## config.mk

```make
export PLATFORM = sky130hd
export DESIGN_NAME = seven_segment_two_wire_display_driver_top
export DESIGN_NICKNAME = d
export VERILOG_FILES = /design/src/ssd2w_pkg.sv /design/src/seven_segment_two_wire_display_driver_top.sv
export VERILOG_INCLUDE_DIRS = /design/src /design/src/src
export SDC_FILE = /design/constraint.sdc
export NUM_CORES = 1
export LEC_CHECK = 0
export ABC_AREA = 1
export BUFFER_PORTS_ARGS = -buffer_cell sky130_fd_sc_hd__buf_4
export CAP_MARGIN = 5
export CORE_MARGIN = 8
export CORE_UTILIZATION = 48
export CTS_CLUSTER_SIZE = 40
export DETAILED_ROUTE_END_ITERATION = 16
export PLACE_DENSITY = 0.65
export SYNTH_ARGS = -nofsm -noshare
export SYNTH_HDL_FRONTEND = slang
export SYNTH_SLANG_ARGS = --single-unit
```

## constraint.sdc

```tcl
create_clock -name clk -period 13.45 [get_ports clk]
set_input_delay 0.6725 -clock clk [delete_from_list [all_inputs] [get_ports clk]]
set_output_delay 0.6725 -clock clk [all_outputs]
set_load 0.1 [all_outputs]
```

## src/seven_segment_two_wire_display_driver_top_assert.svh

```systemverilog
// ----------------------------------------------------------------------------
// Assertion macros for the two-wire seven-segment display driver
// Concurrent checks that compile away when SYNTH is defined.
// ----------------------------------------------------------------------------
`ifndef SEVEN_SEGMENT_TWO_WIRE_DISPLAY_DRIVER_TOP_ASSERT_SVH
`define SEVEN_SEGMENT_TWO_WIRE_DISPLAY_DRIVER_TOP_ASSERT_SVH

`ifndef SYNTH
// Antecedent in this cycle implies consequent in the same cycle.
`define SSD2W_ASSERT_SAME(lbl, ante, cons, msg) \
  lbl: assert property (@(posedge clk) disable iff (!rst_n) (ante) |-> (cons)) \
    else $error(msg);
// Antecedent in this cycle implies consequent in the next cycle.
`define SSD2W_ASSERT_NEXT(lbl, ante, cons, msg) \
  lbl: assert property (@(posedge clk) disable iff (!rst_n) (ante) |=> (cons)) \
    else $error(msg);
`else
`define SSD2W_ASSERT_SAME(lbl, ante, cons, msg)
`define SSD2W_ASSERT_NEXT(lbl, ante, cons, msg)
`endif

`endif

```

## src/ssd2w_pkg.sv

```systemverilog
// ----------------------------------------------------------------------------
// ssd2w_pkg
// Types, command bytes and the glyph table of the two-wire display driver.
// ----------------------------------------------------------------------------
package ssd2w_pkg;

  // Wire sequencer phases
  typedef enum logic [3:0] {
    PH_IDLE     = 4'd0,
    PH_START_A  = 4'd1,
    PH_START_B  = 4'd2,
    PH_BIT_LOW  = 4'd3,
    PH_BIT_HIGH = 4'd4,
    PH_ACK_LOW  = 4'd5,
    PH_ACK_WAIT = 4'd6,
    PH_ACK_HIGH = 4'd7,
    PH_ACK_END  = 4'd8,
    PH_STOP_A   = 4'd9,
    PH_STOP_B   = 4'd10,
    PH_STOP_C   = 4'd11,
    PH_STOP_D   = 4'd12
  } phase_t;

  // Request kinds carried in tuser
  localparam logic [1:0] OP_GLYPH  = 2'd0;
  localparam logic [1:0] OP_NUMBER = 2'd1;
  localparam logic [1:0] OP_TICK   = 2'd2;

  // Configuration register indexes
  localparam logic [1:0] REG_BRIGHTNESS = 2'd0;
  localparam logic [1:0] REG_ENABLE     = 2'd1;
  localparam logic [1:0] REG_ACK_LIMIT  = 2'd2;
  localparam logic [1:0] REG_HALF_BIT   = 2'd3;

  // Colon modes that light the colon
  localparam logic [1:0] COLON_ON_A = 2'd1;
  localparam logic [1:0] COLON_ON_B = 2'd2;

  // Command bytes
  localparam logic [7:0] CMD_DATA      = 8'h40;
  localparam logic [7:0] CMD_ADDR      = 8'hC0;
  localparam logic [7:0] CMD_CTRL_BASE = 8'h80;
  localparam logic [7:0] SEG_BLANK     = 8'h00;
  localparam int         COLON_BIT     = 7;

  localparam logic [13:0] NUMBER_MAX = 14'd9999;
  localparam int          FIELD_DIGITS = 4;

  // Seven-segment pattern for a glyph code; codes past the table show blank
  function automatic logic [7:0] glyph_seg(input logic [4:0] code);
    logic [7:0] seg;
    unique case (code)
      5'd0:    seg = 8'h3F;
      5'd1:    seg = 8'h06;
      5'd2:    seg = 8'h5B;
      5'd3:    seg = 8'h4F;
      5'd4:    seg = 8'h66;
      5'd5:    seg = 8'h6D;
      5'd6:    seg = 8'h7D;
      5'd7:    seg = 8'h07;
      5'd8:    seg = 8'h7F;
      5'd9:    seg = 8'h6F;
      5'd10:   seg = 8'h77;
      5'd11:   seg = 8'h7C;
      5'd12:   seg = 8'h39;
      5'd13:   seg = 8'h5E;
      5'd14:   seg = 8'h79;
      5'd15:   seg = 8'h71;
      5'd16:   seg = 8'h76;
      5'd17:   seg = 8'h38;
      5'd18:   seg = 8'h54;
      5'd19:   seg = 8'h73;
      5'd20:   seg = 8'h3E;
      default: seg = SEG_BLANK;
    endcase
    return seg;
  endfunction

  // Decimal weight of a digit position, leftmost first
  function automatic logic [13:0] dec_weight(input logic [1:0] pos);
    logic [13:0] w;
    unique case (pos)
      2'd0:    w = 14'd1000;
      2'd1:    w = 14'd100;
      2'd2:    w = 14'd10;
      default: w = 14'd1;
    endcase
    return w;
  endfunction

endpackage

```

## src/seven_segment_two_wire_display_driver_top.sv

```systemverilog
// ----------------------------------------------------------------------------
// seven_segment_two_wire_display_driver_top
// Four-digit LED display driver that bit-bangs a two-wire frame sequence.
// ----------------------------------------------------------------------------
// Unless a held result stalls it, the block takes one request per clock and
// returns exactly one result for each. A glyph request (tuser 0) latches four
// glyph codes and a colon mode; an integer request (tuser 1) latches a number,
// saturated to 9999, that a shared digit unit splits into decimal digits, one
// digit a clock. Both start a frame sequence: data command 0x40; address 0xC0
// with the segment bytes; then the control command 0x80 with the enable and
// brightness bits. Each tick request (tuser 2) advances the wire sequencer by
// at most one phase; every clock or data phase is held ticks_per_half_bit
// ticks (zero counts as one), bytes go out LSB first, and each acknowledge
// wait polls data_pin_in for up to ack_poll_limit plus one ticks. Any glyph or
// integer request that arrives while a sequence is running is dropped and
// flagged in the result. The result appears in the cycle after acceptance;
// the only stage is the result register, which the input side refills in the
// cycle it is taken. Configuration writes are taken at any time and must only
// be made while idle.
// ----------------------------------------------------------------------------
`include "seven_segment_two_wire_display_driver_top_assert.svh"

module seven_segment_two_wire_display_driver_top #(
  parameter int NUM_DIGITS = 4
) (
  input  logic        clk,
  input  logic        rst_n,
  // request channel
  input  logic        in_tvalid,
  output logic        in_tready,
  // [4:0] glyph_first, [9:5] glyph_second, [14:10] glyph_third,
  // [19:15] glyph_fourth, [21:20] colon_mode, [37:22] number_value,
  // [38] data_pin_in, [39] zero
  input  logic [39:0] in_tdata,
  // [1:0] op
  input  logic [1:0]  in_tuser,
  // result channel
  output logic        out_tvalid,
  input  logic        out_tready,
  // [0] clock_pin, [1] data_pin, [2] busy_res, [3] request_dropped,
  // [4] ack_timeout, [7:5] zero
  output logic [7:0]  out_tdata,
  // configuration write channel
  input  logic        cfg_valid,
  output logic        cfg_ready,
  input  logic [1:0]  cfg_index,
  input  logic [7:0]  cfg_data
);

  localparam int LAST_SLOT = NUM_DIGITS + 2;
  localparam int SLOT_W    = $clog2(LAST_SLOT + 1);
  localparam int SEG_IW    = (NUM_DIGITS > 1) ? $clog2(NUM_DIGITS) : 1;

  // --------------------------------------------------------------------------
  // Configuration registers
  // --------------------------------------------------------------------------
  logic [2:0] brightness_r;
  logic       enable_r;
  logic [7:0] ack_limit_r;
  logic [7:0] half_bit_r;

  assign cfg_ready = 1'b1;

  always_ff @(posedge clk) begin
    if (!rst_n) begin
      brightness_r <= 3'd1;
      enable_r     <= 1'b1;
      ack_limit_r  <= 8'd250;
      half_bit_r   <= 8'd3;
    end else if (cfg_valid) begin
      unique case (cfg_index)
        ssd2w_pkg::REG_BRIGHTNESS: brightness_r <= cfg_data[2:0];
        ssd2w_pkg::REG_ENABLE:     enable_r     <= cfg_data[0];
        ssd2w_pkg::REG_ACK_LIMIT:  ack_limit_r  <= cfg_data;
        default:                   half_bit_r   <= cfg_data;
      endcase
    end
  end

  // --------------------------------------------------------------------------
  // Request unpacking
  // --------------------------------------------------------------------------
  logic              in_acc;
  logic [1:0]        op;
  logic [4:0]        glyph_code [ssd2w_pkg::FIELD_DIGITS];
  logic [1:0]        colon_mode;
  logic [15:0]       number_value;
  logic              data_pin_in;
  logic              colon_on;
  logic [7:0]        colon_mask;
  logic [13:0]       number_sat;

  assign in_acc        = in_tvalid && in_tready;
  assign op            = in_tuser;
  assign glyph_code[0] = in_tdata[4:0];
  assign glyph_code[1] = in_tdata[9:5];
  assign glyph_code[2] = in_tdata[14:10];
  assign glyph_code[3] = in_tdata[19:15];
  assign colon_mode    = in_tdata[21:20];
  assign number_value  = in_tdata[37:22];
  assign data_pin_in   = in_tdata[38];
  assign colon_on      = (colon_mode == ssd2w_pkg::COLON_ON_A) ||
                         (colon_mode == ssd2w_pkg::COLON_ON_B);
  assign colon_mask    = colon_on ? 8'(1 << ssd2w_pkg::COLON_BIT) : ssd2w_pkg::SEG_BLANK;
  assign number_sat    = (number_value > 16'(ssd2w_pkg::NUMBER_MAX)) ?
                         ssd2w_pkg::NUMBER_MAX : number_value[13:0];

  // --------------------------------------------------------------------------
  // Sequencer state
  // --------------------------------------------------------------------------
  ssd2w_pkg::phase_t phase_r, phase_nxt;
  logic [2:0]        bit_idx_r, bit_idx_nxt;
  logic [7:0]        shift_r, shift_nxt;
  logic [7:0]        timer_r, timer_nxt;
  logic [7:0]        poll_r, poll_nxt;
  logic [SLOT_W-1:0] slot_r, slot_nxt;
  logic              clk_lvl_r, clk_lvl_nxt;
  logic              dat_lvl_r, dat_lvl_nxt;
  logic              timeout_r, timeout_nxt;

  logic [7:0]        seg_r [NUM_DIGITS];

  logic              entering;
  logic              dropped;
  logic              start_req;
  logic [7:0]        hold;
  logic [7:0]        timer_inc;
  logic [SLOT_W-1:0] slot_inc;
  logic [SLOT_W-1:0] seg_pos;
  logic [SEG_IW-1:0] seg_idx;
  logic [7:0]        next_byte;
  logic              frame_end;

  assign hold      = (half_bit_r == 8'd0) ? 8'd1 : half_bit_r;
  assign timer_inc = timer_r + 8'd1;
  assign slot_inc  = slot_r + SLOT_W'(1);
  assign seg_pos   = slot_inc - SLOT_W'(2);
  assign seg_idx   = seg_pos[SEG_IW-1:0];
  assign frame_end = (slot_r == SLOT_W'(0)) || (slot_r == SLOT_W'(NUM_DIGITS + 1)) ||
                     (slot_r >= SLOT_W'(LAST_SLOT));

  // Byte for the following slot: address command, segment byte or control
  always_comb begin
    if (slot_inc == SLOT_W'(1)) begin
      next_byte = ssd2w_pkg::CMD_ADDR;
    end else if (slot_inc >= SLOT_W'(LAST_SLOT)) begin
      next_byte = ssd2w_pkg::CMD_CTRL_BASE | {4'd0, enable_r, brightness_r};
    end else begin
      next_byte = seg_r[seg_idx];
    end
  end

  // Next sequencer state for the request in hand
  always_comb begin
    phase_nxt   = phase_r;
    bit_idx_nxt = bit_idx_r;
    shift_nxt   = shift_r;
    timer_nxt   = timer_r;
    poll_nxt    = poll_r;
    slot_nxt    = slot_r;
    clk_lvl_nxt = clk_lvl_r;
    dat_lvl_nxt = dat_lvl_r;
    timeout_nxt = timeout_r;
    entering    = 1'b0;
    dropped     = 1'b0;
    start_req   = 1'b0;

    if (in_acc) begin
      priority if (op == ssd2w_pkg::OP_GLYPH || op == ssd2w_pkg::OP_NUMBER) begin
        if (phase_r != ssd2w_pkg::PH_IDLE) begin
          dropped = 1'b1;
        end else begin
          start_req   = 1'b1;
          slot_nxt    = '0;
          shift_nxt   = ssd2w_pkg::CMD_DATA;
          bit_idx_nxt = 3'd0;
          phase_nxt   = ssd2w_pkg::PH_START_A;
          entering    = 1'b1;
        end
      end else if (op == ssd2w_pkg::OP_TICK && phase_r == ssd2w_pkg::PH_ACK_WAIT) begin
        // poll the released data line for the acknowledge
        if (!data_pin_in) begin
          timeout_nxt = 1'b0;
          phase_nxt   = ssd2w_pkg::PH_ACK_HIGH;
          entering    = 1'b1;
        end else if (poll_r >= ack_limit_r) begin
          timeout_nxt = 1'b1;
          phase_nxt   = ssd2w_pkg::PH_ACK_HIGH;
          entering    = 1'b1;
        end else begin
          poll_nxt = poll_r + 8'd1;
        end
      end else if (op == ssd2w_pkg::OP_TICK && phase_r != ssd2w_pkg::PH_IDLE) begin
        timer_nxt = timer_inc;
        if (timer_inc >= hold) begin
          entering = 1'b1;
          unique case (phase_r)
            ssd2w_pkg::PH_START_A:  phase_nxt = ssd2w_pkg::PH_START_B;
            ssd2w_pkg::PH_START_B:  phase_nxt = ssd2w_pkg::PH_BIT_LOW;
            ssd2w_pkg::PH_BIT_LOW:  phase_nxt = ssd2w_pkg::PH_BIT_HIGH;
            ssd2w_pkg::PH_BIT_HIGH: begin
              shift_nxt = {1'b0, shift_r[7:1]};
              if (bit_idx_r == 3'd7) begin
                bit_idx_nxt = 3'd0;
                phase_nxt   = ssd2w_pkg::PH_ACK_LOW;
              end else begin
                bit_idx_nxt = bit_idx_r + 3'd1;
                phase_nxt   = ssd2w_pkg::PH_BIT_LOW;
              end
            end
            ssd2w_pkg::PH_ACK_LOW:  phase_nxt = ssd2w_pkg::PH_ACK_WAIT;
            ssd2w_pkg::PH_ACK_HIGH: phase_nxt = ssd2w_pkg::PH_ACK_END;
            ssd2w_pkg::PH_ACK_END: begin
              if (frame_end) begin
                phase_nxt = ssd2w_pkg::PH_STOP_A;
              end else begin
                slot_nxt    = slot_inc;
                shift_nxt   = next_byte;
                bit_idx_nxt = 3'd0;
                phase_nxt   = ssd2w_pkg::PH_BIT_LOW;
              end
            end
            ssd2w_pkg::PH_STOP_A:   phase_nxt = ssd2w_pkg::PH_STOP_B;
            ssd2w_pkg::PH_STOP_B:   phase_nxt = ssd2w_pkg::PH_STOP_C;
            ssd2w_pkg::PH_STOP_C:   phase_nxt = ssd2w_pkg::PH_STOP_D;
            ssd2w_pkg::PH_STOP_D: begin
              if (slot_r >= SLOT_W'(LAST_SLOT)) begin
                phase_nxt = ssd2w_pkg::PH_IDLE;
              end else begin
                slot_nxt    = slot_inc;
                shift_nxt   = next_byte;
                bit_idx_nxt = 3'd0;
                phase_nxt   = ssd2w_pkg::PH_START_A;
              end
            end
            default:                phase_nxt = ssd2w_pkg::PH_IDLE;
          endcase
        end
      end else begin
        // tick while idle or an unused kind: hold everything
      end
    end

    // Wire levels on entry to a phase
    if (entering) begin
      timer_nxt = 8'd0;
      unique case (phase_nxt)
        ssd2w_pkg::PH_START_A:  begin clk_lvl_nxt = 1'b1; dat_lvl_nxt = 1'b1; end
        ssd2w_pkg::PH_START_B:  begin clk_lvl_nxt = 1'b1; dat_lvl_nxt = 1'b0; end
        ssd2w_pkg::PH_BIT_LOW:  begin clk_lvl_nxt = 1'b0; dat_lvl_nxt = shift_nxt[0]; end
        ssd2w_pkg::PH_BIT_HIGH: clk_lvl_nxt = 1'b1;
        ssd2w_pkg::PH_ACK_LOW:  begin clk_lvl_nxt = 1'b0; dat_lvl_nxt = 1'b1; end
        ssd2w_pkg::PH_ACK_WAIT: poll_nxt = 8'd0;
        ssd2w_pkg::PH_ACK_HIGH: clk_lvl_nxt = 1'b1;
        ssd2w_pkg::PH_ACK_END:  clk_lvl_nxt = 1'b0;
        ssd2w_pkg::PH_STOP_A:   clk_lvl_nxt = 1'b0;
        ssd2w_pkg::PH_STOP_B:   dat_lvl_nxt = 1'b0;
        ssd2w_pkg::PH_STOP_C:   clk_lvl_nxt = 1'b1;
        default:                begin clk_lvl_nxt = 1'b1; dat_lvl_nxt = 1'b1; end
      endcase
    end
  end

  always_ff @(posedge clk) begin
    if (!rst_n) begin
      phase_r   <= ssd2w_pkg::PH_IDLE;
      bit_idx_r <= 3'd0;
      shift_r   <= 8'd0;
      timer_r   <= 8'd0;
      poll_r    <= 8'd0;
      slot_r    <= '0;
      clk_lvl_r <= 1'b1;
      dat_lvl_r <= 1'b1;
      timeout_r <= 1'b0;
    end else begin
      phase_r   <= phase_nxt;
      bit_idx_r <= bit_idx_nxt;
      shift_r   <= shift_nxt;
      timer_r   <= timer_nxt;
      poll_r    <= poll_nxt;
      slot_r    <= slot_nxt;
      clk_lvl_r <= clk_lvl_nxt;
      dat_lvl_r <= dat_lvl_nxt;
      timeout_r <= timeout_nxt;
    end
  end

  // --------------------------------------------------------------------------
  // Decimal digit unit: one digit a clock, leftmost first. Runs while the
  // start and command frames go out, long before the first segment byte.
  // --------------------------------------------------------------------------
  logic        conv_busy_r;
  logic [1:0]  conv_pos_r;
  logic [13:0] conv_rem_r;
  logic [13:0] conv_thr [10];
  logic [3:0]  conv_digit;
  logic [13:0] conv_rem_nxt;
  logic [13:0] conv_weight;

  assign conv_weight = ssd2w_pkg::dec_weight(conv_pos_r);

  always_comb begin
    conv_digit = 4'd0;
    for (int j = 0; j < 10; j++) begin
      conv_thr[j] = 14'(conv_weight * 14'(j));
    end
    for (int j = 1; j < 10; j++) begin
      if (conv_rem_r >= conv_thr[j]) begin
        conv_digit = 4'(j);
      end
    end
    conv_rem_nxt = conv_rem_r - conv_thr[conv_digit];
  end

  always_ff @(posedge clk) begin
    if (!rst_n) begin
      conv_busy_r <= 1'b0;
      conv_pos_r  <= 2'd0;
    end else if (start_req) begin
      conv_busy_r <= (op == ssd2w_pkg::OP_NUMBER);
      conv_pos_r  <= 2'd0;
    end else if (conv_busy_r) begin
      conv_pos_r  <= conv_pos_r + 2'd1;
      conv_busy_r <= (conv_pos_r != 2'd3);
    end
  end

  always_ff @(posedge clk) begin
    if (start_req) begin
      conv_rem_r <= number_sat;
    end else if (conv_busy_r) begin
      conv_rem_r <= conv_rem_nxt;
    end
  end

  // Segment store: written whole by a glyph request, a digit a clock otherwise
  always_ff @(posedge clk) begin
    for (int i = 0; i < NUM_DIGITS; i++) begin
      if (start_req && op == ssd2w_pkg::OP_GLYPH) begin
        if (i < ssd2w_pkg::FIELD_DIGITS) begin
          seg_r[i] <= ssd2w_pkg::glyph_seg(glyph_code[i]) |
                      ((i == 1) ? colon_mask : ssd2w_pkg::SEG_BLANK);
        end else begin
          seg_r[i] <= ssd2w_pkg::SEG_BLANK;
        end
      end else if (start_req && i >= ssd2w_pkg::FIELD_DIGITS) begin
        seg_r[i] <= ssd2w_pkg::SEG_BLANK;
      end else if (conv_busy_r && 32'(conv_pos_r) == i) begin
        seg_r[i] <= ssd2w_pkg::glyph_seg({1'b0, conv_digit});
      end
    end
  end

  // --------------------------------------------------------------------------
  // Result register: take a new request whenever it is empty or the held result leaves
  // --------------------------------------------------------------------------
  logic       out_valid_r;
  logic [7:0] out_data_r;

  assign in_tready  = !out_valid_r || out_tready;
  assign out_tvalid = out_valid_r;
  assign out_tdata  = out_data_r;

  always_ff @(posedge clk) begin
    if (!rst_n) begin
      out_valid_r <= 1'b0;
    end else if (in_tready) begin
      out_valid_r <= in_tvalid;
    end
  end

  always_ff @(posedge clk) begin
    if (in_acc) begin
      out_data_r <= {3'd0, timeout_nxt, dropped,
                     (phase_nxt != ssd2w_pkg::PH_IDLE), dat_lvl_nxt, clk_lvl_nxt};
    end
  end

  // --------------------------------------------------------------------------
  // Assertions
  // --------------------------------------------------------------------------
  `SSD2W_ASSERT_NEXT(a_drop_flagged,
    in_acc && phase_r != ssd2w_pkg::PH_IDLE &&
    (op == ssd2w_pkg::OP_GLYPH || op == ssd2w_pkg::OP_NUMBER),
    out_valid_r && out_data_r[3], "request while busy not flagged as dropped")
  `SSD2W_ASSERT_SAME(a_conv_in_frame, conv_busy_r,
    phase_r != ssd2w_pkg::PH_IDLE, "digit unit running outside a frame sequence")
  `SSD2W_ASSERT_SAME(a_idle_released, phase_r == ssd2w_pkg::PH_IDLE,
    clk_lvl_r && dat_lvl_r, "wires not released while idle")

endmodule
```

# ---- After elaboration in Yosys (flattened, before gate mapping)
# Memories as Yosys holds them, arrays and structs flattened.
# Index checks and enable logic that the tools add are counted.
dict set report op_classes {
  n_addsub 7
  eq_ne 39
  n_reduce_logical 40
  bitwise_logic 10
  magnitude_cmp 15
  n_shift 0
  div 0
  mux 116
  multipliers 5
}
# cell count
set op_table {}
lappend op_table {{$mux W8} 34}
lappend op_table {{$ge A14 B14 Y1} 9}
lappend op_table {{$mux W14} 5}
lappend op_table {{$mux W4} 17}
lappend op_table {{$bmux W14 S4} 1}
lappend op_table {{$mux W3} 15}
lappend op_table {{$pmux W4 S11} 1}
lappend op_table {{$mux W1} 37}
lappend op_table {{$eq A4 B4 Y1 const B} 9}
lappend op_table {{$eq A4 B3 Y1 const B} 8}
lappend op_table {{$pmux W10 S3} 1}
lappend op_table {{$mul A14 B3 Y14 const B} 2}
lappend op_table {{$pmux W8 S3} 1}
lappend op_table {{$add A8 B1 Y8 const B} 2}
lappend op_table {{$eq A4 B2 Y1 const B} 4}
lappend op_table {{$ge A8 B8 Y1} 2}
lappend op_table {{$gt A16 B14 Y1 const B} 1}
lappend op_table {{$reduce_and A8 Y1} 2}
lappend op_table {{$mul A14 B2 Y13 const B} 1}
lappend op_table {{$mul A14 B2 Y14 const B} 1}
lappend op_table {{$mul A14 B4 Y14 const B} 1}
lappend op_table {{$sub A14 B14 Y14} 1}
lappend op_table {{$reduce_bool A4 Y1} 3}
lappend op_table {{$eq A2 B2 Y1 const B} 5}
lappend op_table {{33 further kinds} 69}
dict set report word_totals {
  ff_bits 80
  rom_bits 1344
  mem_bits_rw 32
  word_cells 261
  input_bits 57
  mem_count 9
  output_inout_bits 11
  latch_bits 0
}
# memory words word_bits rd rd_ports_with_merged_regs wr line_no
set memory_table {}
lappend memory_table {{(no name shown)} 32 7 1 0 0 ssd2w_pkg.sv:52} ;# unique case (code)
lappend memory_table {{(no name shown)} 32 7 1 0 0 ssd2w_pkg.sv:52}
lappend memory_table {{(no name shown)} 32 7 1 0 0 ssd2w_pkg.sv:52}
lappend memory_table {{(no name shown)} 32 7 1 0 0 ssd2w_pkg.sv:52}
lappend memory_table {{(no name shown)} 16 7 1 0 0 ssd2w_pkg.sv:52}
lappend memory_table {{(no name shown)} 16 7 1 0 0 ssd2w_pkg.sv:52}
lappend memory_table {{3 more memories} - - - - - -}

# ---- Logic depth before layout (Yosys ltp)
dict set report logic_depth {
  depth_word 19
  ltp_mapped 41
  mapped_depth_nobuf 40
}

# ---- Worst setup path before layout
# No wires, ideal clock.
dict set report synth_path {
  path_kind {flip-flop to flip-flop}
  from {register conv_pos_r[1]}
  to {register conv_rem_r[13] (data pin)}
  n_path_buf 3
  period_less_slack_ns 6.134
  arrival_ns 5.878
  stages_incl_launch_ff 38
  setup_slack_ns 7.316
  setup_ns 0.256
  t_required_ns 13.194
  path_cell_list {dfxtp_1 > inv_1 > ha_1 > clkbuf_1 > inv_1 > ha_1 > nor2_1 > inv_1 > nand2_1 > xor2_1 > ha_1 > a21oi_1 > o21ai_0 > a21oi_2 > nand2_1 > a31oi_4 > inv_2 > nor2_8 > (+2 left out) > buf_4 > nand2_1 > o21ai_1 > ha_1 > nand2_1 > o21ai_0 > a21oi_1 > o21ai_0 > nand2_1 > nand2_1 > a21oi_1 > o21ai_0 > nand3_1 > nor2_1 > nor2_1 > xor2_1 > nand2_1 > nand2_1}
}
dict set report synth_via {
  elab_chain_cells 19
  elab_cells_between_ends 34
  cone_classes {1 x add/sub; 5 x mul; 9 x order compare; 2 x eq/ne; 15 x mux; 1 x bitwise; 1 x reduce/logical}
}
# element line_no
set synth_lines {}
lappend synth_lines {{from (decl)} seven_segment_two_wire_display_driver_top.sv:293} ;# logic [1:0] conv_pos_r;
lappend synth_lines {{from (signal assigned)} seven_segment_two_wire_display_driver_top.sv:323} ;# conv_pos_r <= conv_pos_r + 2'd1;
lappend synth_lines {{$eq A2 B2 Y1, or another cell as far along} ssd2w_pkg.sv:82} ;# unique case (pos)
lappend synth_lines {{$pmux W10 S3 *} ssd2w_pkg.sv:82}
lappend synth_lines {{branches (longest 11 deep; another with $mul A14 B2 Y14)} -}
lappend synth_lines {{$bmux W14 S4 *} seven_segment_two_wire_display_driver_top.sv:312} ;# conv_rem_nxt = conv_rem_r - conv_thr[conv_digit];
lappend synth_lines {{$mux W14 (not written as such) * (2 in series)} seven_segment_two_wire_display_driver_top.sv:312}
lappend synth_lines {{$sub A14 B14 Y14 *} seven_segment_two_wire_display_driver_top.sv:312}
lappend synth_lines {{$mux W14 *} seven_segment_two_wire_display_driver_top.sv:331} ;# end else if (conv_busy_r) begin
lappend synth_lines {{$mux W14 *} seven_segment_two_wire_display_driver_top.sv:329} ;# if (start_req) begin
lappend synth_lines {{to (signal assigned)} seven_segment_two_wire_display_driver_top.sv:330} ;# conv_rem_r <= number_sat;
lappend synth_lines {{to (signal assigned)} seven_segment_two_wire_display_driver_top.sv:332} ;# conv_rem_r <= conv_rem_nxt;
lappend synth_lines {{to (decl)} seven_segment_two_wire_display_driver_top.sv:294} ;# logic [13:0] conv_rem_r;
# Every way passes the cells marked *. The select of a mux whose other input is x is not followed.
# A chain may end at the register's enable or synchronous reset.

# ---- Final worst setup path
# Same ends and word-level chain as after synthesis.

==> results.yml <==
global_route:
  globalRoute.totalOverflow: 0
  grt_antenna_before_repair: 1
  grt_pass1_vias: 9761
  wire_length_of_the_first_global_routing_pass_mm: 49.3
  grt_max_degree: 31
  track_usage: 0.210
sta:
  fin_worst_hold_slack_ps: 468
  timing_max_transition_violations_final: 0
  max-slew-margin-rel: 0.157
  maxClockFrequency_ghz: 0.125
  timing.setup.tns_ps: 0
  fin_crit_ps: 7970
  worst_clock_skew_on_the_final_layout_ps: 15.1
  tightest_slew_ps: 1250
  rsz0062_at_grt: "no"
  finalSetupViolations: 0
  hold_violations: 0
  final.period_utilization: 0.593
cts:
  cts_buffers: 9
  worst_setup_hold_path_clk_slew_ps: 90
  post_cts_setup_bufs: 0
  clock_insertion_delay_worst_skew_ps: 370
  cts_tree: "yes"
  htree_num_levels: 3
  clock-root-buffer: "clkbuf_16"
  post_cts_resized: 0
  numClockSinks: 109
  cts-hold-fix-buffers: 0
  ctsLongestPathBuffers: 2
drt:
  detail_route.first_pass.iterations: 6
  viasPerCell: 5.60
  detail_route.wl_per_cell_um: 15.8
  antenna_left: 0
  post-route-drc-count: 0
  routed-via-count: 10600
  drt-initial-drc-count: 949
  wirelength_mm: 30.1
final_layout:
  area_growth_pct: 8.17
  final_cells: 1898
  layout.nets: 1808
  num_antenna_cells: 0
  post_route_cells_drive_above_1_share: 0.0992
setup_path:
  worstSetupPathType: "flip-flop to flip-flop"
  cp_max_fo: 14
  startpoint_type_of_the_worst_setup_path: "flip-flop"
  worst-endpoint-required_ps: 13580
  reg2reg_from: "conv_pos_r[1]"
  cp_data_arrival_time_ps: 8100
  r2r_setup_slack_ps: 5480
  critical_path_end_type: "flip-flop"
  timing.critical_path.slowest_stage_cell: "ha_1"
  r2r-end: "conv_rem_r[13]"
  timing.critical_path.mode_cell: "nand2_1"
  worst_r2r_path_depth: 36
  cp_slowest_stage_delay_ps: 610
placement:
  place.detailed.instances: 1882
  hpwl_mm: 23.3
  port_buffers: 62
  routabilityCongestion: 0.926
die:
  placementRows: 55
  floorplan.core_area_sq_um: 22600
  pin_count: 68
  initial_core_util: 0.488
  die_width_um: 167
  design.die.area_sq_um: 28000
  die_height_um: 167
yosys:
  synth.lib_cells_used.distinct: 67
  post_synth_main_area_contributors: "ha_1 16%, edfxtp_1 13%, dfxtp_1 11%"
  synth-seq-cells: 109
  post-synth-top-count-cell: "nand2_1"
  postSynth.topFlopCell: "dfxtp_1"
  commonest_cells_post_synth: "302 x nand2_1, 194 x inv_1, 144 x nor2_1, 144 x o21ai_0, 142 x ha_1"
  share_of_flip_flops_with_an_asynchronous_set_or_reset_after_synthesis: 0
  syn-instance-count: 1572
  synth.top_cell.area_share: 0.161
  yosysWarnings: 0
  sequential_to_total_area_share_from_yosys_stat: 0.242
  mappedNetlistArea_sq_um: 11000
  synth-edff-count: 48
  post_synth.cell_area_avg_sq_um: 7.00
  netlist.top_cell.by_area: "ha_1"
status:
  run_status: "finished clean"
min_path:
  hold_class: "flip-flop to flip-flop"
  whs_path_depth: 2
  hp-start: "ack_limit_r[2]"
  holdPathEnd: "ack_limit_r[2]"
power_and_ir_drop:
  cellLeakagePower_nw: 5.54
  power_density_nw_per_um2: 186
  ir_drop_mv: 0.222
job:
  maxCapViolations: 0
registers in the layout (all words and copies together) (netlist names), 4 cells and up:
register	flops
conv_rem_r	14
shift_r	8
out_tdata	5
half_bit_r	8
timer_r	8
seg_r	29
phase_r	4
poll_r	8
ack_limit_r	8
routing by layer:
metal  track usage  up-vias  wire (um)
met5             0        -         13
met4        0.0512        2        461
met3        0.0296       35       1780
met2         0.330      329      13300
met1         0.299     4832      14500
li1              -     5430          -
through the flow:
stage                util  power [mW]  instance area [sq um]  setup WS [ps]
finish              0.527        2.22                  11900           5480
global route        0.527        2.42                  11900           4780
CTS                 0.527        2.20                  11900           5560
detailed placement  0.514        1.92                  11600           5610
global placement    0.514        1.90                  11600           5640
floorplan               -        1.63                  11000           7320
worst max path at each step:
stage                     depth (start not counted)              to           from  slack (ps)
final                                            36  conv_rem_r[13]  conv_pos_r[1]        5480
after global routing                             36  conv_rem_r[13]  conv_pos_r[1]        4780
after CTS                                        36  conv_rem_r[13]  conv_pos_r[1]        5560
after detailed placement                         36  conv_rem_r[13]  conv_pos_r[1]        5610
after global placement                           36  conv_rem_r[13]  conv_pos_r[1]        5640
after floorplan                                  37  conv_rem_r[13]  conv_pos_r[1]        7320
cells in the final DEF, fill, tap and decap left out, types with 9 or more instances in the layout:
cell and n:
a211oi_1 13, a21oi_1 108, a31oi_1 11, buf_4 65, clkbuf_16 9, dfxtp_1 61
edfxtp_1 48, ha_1 142, inv_1 194, inv_2 13, nand2_1 302, nand2_2 13
nand3_1 101, nand4_1 17, nor2_1 144, nor3_1 35, nor4_1 9, o211ai_1 13
o21ai_0 144, o21ai_1 12, xnor2_1 9, xor2_1 19
worst max-delay path, delay by kind of cell, from the launching register on:
| kind | cells | cell delay [ps] |
|---|---|---|
| xor gates and xnor gates | 2 | 420 |
| buffers and inverters | 5 | 1350 |
| and+or+nand+nor | 15 | 1920 |
| AOI/OAI and AO/OA | 10 | 1920 |
| adders and majority gates | 4 | 1570 |
| DFF | 1 | 540 |
area by class of cell:
| type | instances | area [sq um] |
|---|---|---|
| fill | 2262 | 10700 |
| multi-input combinational | 1210 | 7280 |
| sequential | 109 | 2660 |
| inverter | 213 | 810 |
| timing repair buffer | 65 | 488 |
| tap | 285 | 357 |
| clock buffer | 9 | 225 |
| clock inverter | 7 | 83.8 |
cells by family after synthesis:
kind of cell	count (synthesis)	share of synthesized area
other	2	0.000682
AO/OA/AOI/OAI	369	0.200
buffers and inverters	255	0.0973
AND/OR/NAND/NOR	666	0.275
adder cells (fa/ha/maj)	143	0.163
XOR/XNOR	28	0.0223
flip-flops	109	0.242
power by group:
part,internal [mW],switching [mW]
Combinational,0.507,0.933
Clock,0.135,0.150
Sequential,0.415,0.0801
No activity file was read; power rests on OpenSTA's default activity.
